<file path="src/hw/rtl/plce_ram.sv">
// Generic RAM with one write port and two registered read ports (read-first).
// Depends on nothing.
module plce_ram #(
    parameter int WIDTH = 64,
    parameter int DEPTH = 16
) (
    input  logic                     aclk,
    input  logic                     wr_en,
    input  logic [$clog2(DEPTH)-1:0] wr_addr,
    input  logic [WIDTH-1:0]         wr_data,
    input  logic                     rd_en,
    input  logic [$clog2(DEPTH)-1:0] rd_addr_a,
    input  logic [$clog2(DEPTH)-1:0] rd_addr_b,
    output logic [WIDTH-1:0]         rd_data_a,
    output logic [WIDTH-1:0]         rd_data_b
);

    logic [WIDTH-1:0] mem_reg [DEPTH];

    // Reads return the contents from before a write at the same edge.
    always_ff @(posedge aclk) begin
        if (wr_en) begin
            mem_reg[wr_addr] <= wr_data;
        end
        if (rd_en) begin
            rd_data_a <= mem_reg[rd_addr_a];
            rd_data_b <= mem_reg[rd_addr_b];
        end
    end

endmodule

</file>
<file path="config.mk">
export PLATFORM = sky130hd
export DESIGN_NAME = plce_ram
export DESIGN_NICKNAME = d
export VERILOG_FILES = /design/src/hw/rtl/plce_ram.sv
export SDC_FILE = /design/constraint.sdc
export NUM_CORES = 1
export LEC_CHECK = 0
export BUFFER_PORTS_ARGS = -buffer_cell sky130_fd_sc_hd__buf_2
export CORE_UTILIZATION = 33
export CTS_BUF_LIST = sky130_fd_sc_hd__clkbuf_2
export DETAILED_ROUTE_END_ITERATION = 12
export PLACE_DENSITY = 0.57
export SYNTH_ARGS = -nofsm -noshare
export SYNTH_HDL_FRONTEND = slang
export SYNTH_SLANG_ARGS = --single-unit
export TNS_END_PERCENT = 30
</file>
<file path="constraint.sdc">
create_clock -name aclk -period 5.1 [get_ports aclk]
set_input_delay 0 -clock aclk [delete_from_list [all_inputs] [get_ports aclk]]
set_output_delay 0 -clock aclk [all_outputs]
set_load 0.05 [all_outputs]
</file>
### Word level (Yosys, flattened, before mapping)

Memories as Yosys holds them, arrays and structs flattened. A register that Yosys moved wholly into a read port is not among the register bits.
Index checks and enable logic that the tools add are counted.

* mux-type cells: 2

Operator list (count)
* 2-to-1 mux 1 bit: 2

* output and inout port bits: 128
* memories kept: 1
* bits in writable memories: 1024
* bits in registers: 0

Memories
* mem_reg: words 16, width 64, read ports 2, clocked after Yosys merged registers in 2, wr ports 1, RTL line 18 `logic [WIDTH-1:0] mem_reg [DEPTH];`

### Longest topological paths before layout

* depth after elaboration: 2
* gate-level depth with buffers: 6
* depth with buffers taken out: 3

### Least setup slack after synthesis

Ideal clock, no wire load.

* path kind: input -> register
* from: in wr_addr[2]
* to: mem mem_reg[0][0] (enable)
* stages: 2
* slack: -0.329 ns
* buffers on the path: 0
* data arrival time: 4.863 ns
* cell sequence: or3b_2 nor3_1

RTL lines
* start, declared: RTL line 9 `input logic [$clog2(DEPTH)-1:0] wr_addr,`
* end, declared: RTL line 18

Straight into the memory's write port.

==> results.md <==
- Post-DP HPWL: 74,800 um
- Final Instance Area: 0.0585 mm^2
- Worst hold path class: in -> reg
- Final period util: 59.3%
- First-pass GRT wire length: around 210,000 um
- Crit-path max FO: 2
- Synth top cells by count: edfxtp_1, mux4_2, a22oi_1
- IO Pins: about 210
- Clk pwr share: 32.4%
- DRC Markers: 0
- Post_cts resized: 0
- Die W: 390 um
- Via count: 28,200
- Worst path bufs/invs: 3
- # Max-Cap Violations: 0
- Wire per inst: 28.8 um
- Clock H-tree levels: 5
- Initial Util: 33.4%
- CTS root buf: clkbuf_2
- Crit Path Category: reg -> reg
- Pins Over Slew Limit: 0
- Startpoint types: flop
- CP Cell Sequence: mux4_2 -> dlygate4sd3_1 -> a22oi_1 -> dlygate4sd3_1 -> nand2_1 -> dlygate4sd3_1
- Post-synth top flop: edfxtp_1
- Core footprint: 0.148 mm^2
- Port bufs: about 210
- Worst Hold Path Cells: 5
- Vias per cell: 5.51
- Layout cells sized above 1: 40.2%
- First drt pass iteration count: 5
- Worst path arrival time: 4330 ps
- Register area: 0.0346 mm^2
- Antenna Violating Nets Remaining: 0
- Cell taking the most area after synthesis: edfxtp_1
- Internal power: 13.9 mW
- WL final: 148,000 um
- Post-synthesis register bit count: 1,152
- Reg2Reg Depth: 6
- Pre-CTS setup slack: 2510 ps
- Hold EP: mem_reg[4][21]
- Top delay family on crit path: buffers and inverters
- Area of the multi-input gates: 0.0143 mm^2
- EDFF count, synth: 1,152
- Peak Freq: 331 MHz
- Post-synthesis async set-or-reset flop share: 0%
- Synth Cell Area: a little under 0.05 mm^2
- Flop pwr share: 56.9%
- Worst skew pair latency: 1600 ps
- Period minus WS final: approximately 3000 ps
- Clock Pin Slew Worst Setup and Hold Paths: 100 ps
- Slowest cell on crit path: dlygate4sd3_1
- Row cnt: 141
- Final Power: between 15 and 20 mW
- GRT Total Usage: 19.5%
- Post-synth cell types: 17
- TritonCTS Buffers: 309
- Yosys warnings: 0
- Critical R2R Capture: rd_data_b[1]
- Global route overflow: 0
- Power per Cell Area: 326 mW/mm^2
- Critical path's most frequent cell: dlygate4sd3_1
- Setup slack after layout: between 2000 and 2500 ps
- Antenna violations before repair: 10
- Final Hold Violating Endpoints: 0
- LEAKAGE: 19.3 nW
- Comb pwr share: 10.7%
- Iteration-0 DRC Markers: around 3,100
- Die height: 390 um
- Sw Pwr: roughly 5 mW
- CTS max path bufs: 4
- Headroom to the max-slew limit: between 20% and 30%
- RSZ-0062 raised after global routing: false
- Syn_nets: 2,326
- Die ar.: ~0.15 mm^2
- Synth top area cells: edfxtp_1, mux4_2, a22oi_1
- Worst vdd ir: 0.195 mV
- Cells after Synth: 2,247
- Gpl congestion: between 0.7 and 0.8
- Final net count: 2,996
- Worst stage delay on the critical path: 590 ps
- Dpl cell area: 0.0531 mm^2
- CP Capture Type: flop
- Number of global-route vias before repair: 31,100
- Worst Skew: approximately 100 ps
- Placed Cells: 4,347
- Sequential-to-total area share from yosys stat: a little over two thirds
- Most common cell in the synthesized netlist: edfxtp_1
- Sw Ratio: 27.0%
- Tightest Pin Transition: 1150 ps
- WP data required: 6410 ps
- Fillers: 13,500
- Worst hold start: wr_addr[0]
- R2r startpoint: mem_reg[12][1]
- Share of the synthesized area in the top cell type: between 60 and 70%
- Non-Filler Instances: 5,122
- Final setup viols: 0
- Reg2Reg Setup Slack: 2080 ps
- Largest register FFs: 1,024
- Status: complete, no violations
- Avg Inst Size Synth: 22.1 um^2
- Clock sinks: 1,152
- Layout area overhead: 17.9%
- Pin count of the biggest net entering global routing: 100
- CTS tree: yes
## placed cells by master (no fill, tap or decap), drive strengths merged, types with 4 or more instances in the layout
cell type    netlist  final
a22oi            256    256
buf               85    275
bufinv             0      4
clkbuf            83    417
clkinv             0     86
dlygate4sd3        0    252
edfxtp          1152   1152
inv                0      5
mux4             512    512
nand2            129    129
nor2              14     14
nor2b              4      4
nor3               4      4
## per-layer routing
metal	wire length [um]	track usage (%)	share of wire, %	vias to the layer above
met1	59700	26.2	40	15100
met3	13100	4.72	8.9	236
met2	71800	31.2	49	1455
li1	-	-	-	11500
met4	2900	6.11	2.0	8
met5	42	0	0.028	-
## layout make-up
type	count	area share [%]
Sequential cell	1152	59.2
Multi-Input combinational cell	927	24.4
Timing Repair Buffer	527	7.73
Tap cell	2002	4.29
Clock buffer	417	3.57
Clock inverter	95	0.837
Antenna cell	2	0.00856
## logic make-up after synthesis
group / count (synthesis) / share of synthesized area [%]
AO/OA/AOI/OAI: 256 / 3.88
multiplexers: 512 / 23.3
flip-flops: 1152 / 69.8
AND/OR/NAND/NOR: 159 / 1.28
buffers and inverters: 168 / 1.83
## power by group through the flow
| stage | clock network, mW | logic, mW | registers [mW] |
|---|---|---|---|
| floorplan | 0 | 0.915 | 11.3 |
| finish | 6.18 | 2.03 | 10.8 |
| CTS | 6.41 | 2.05 | 10.9 |
| global placement | 0 | 1.82 | 11.0 |
| detailed placement | 0 | 1.85 | 11.1 |
| global route | 6.87 | 2.15 | 10.9 |
## worst max-delay path by stage
stage,start,to,slack (ps),depth (start not counted)
final,mem_reg[12][1],rd_data_b[1],2080,6
after floorplan,wr_addr[2],mem_reg[8][0],-30,2
after global placement,rd_addr_a[1],rd_data_a[28],2500,5
after global routing,mem_reg[12][1],rd_data_b[1],2000,6
after detailed placement,rd_addr_a[1],rd_data_a[28],2510,5
after CTS,mem_reg[13][21],rd_data_a[21],2100,6
## per-stage QoR
stage	hold slack [ps]	TNS [ps]	utilization [%]
2_1_floorplan	98.9	-3640	-
3_3_place_gp	366	0	35.8
3_5_place_dp	381	0	35.8
4_1_cts	172	0	39.4
5_1_grt	328	0	39.4
6_report	432	0	39.4
## repair_timing
item	4_1_cts	5_1_grt
endpoints found under the hold margin	2304	0
hold buffers	261	0
setup buffers	0	0
setup endpoints to repair	0	0
## worst register-to-register path, cell delays in order (launching register included)
cell           delay [ps]
edfxtp_1              400
mux4_2                450
dlygate4sd3_1         570
a22oi_1               140
dlygate4sd3_1         590
nand2_1                60
dlygate4sd3_1         570
Note: power is estimated with default switching activity, not from simulation.
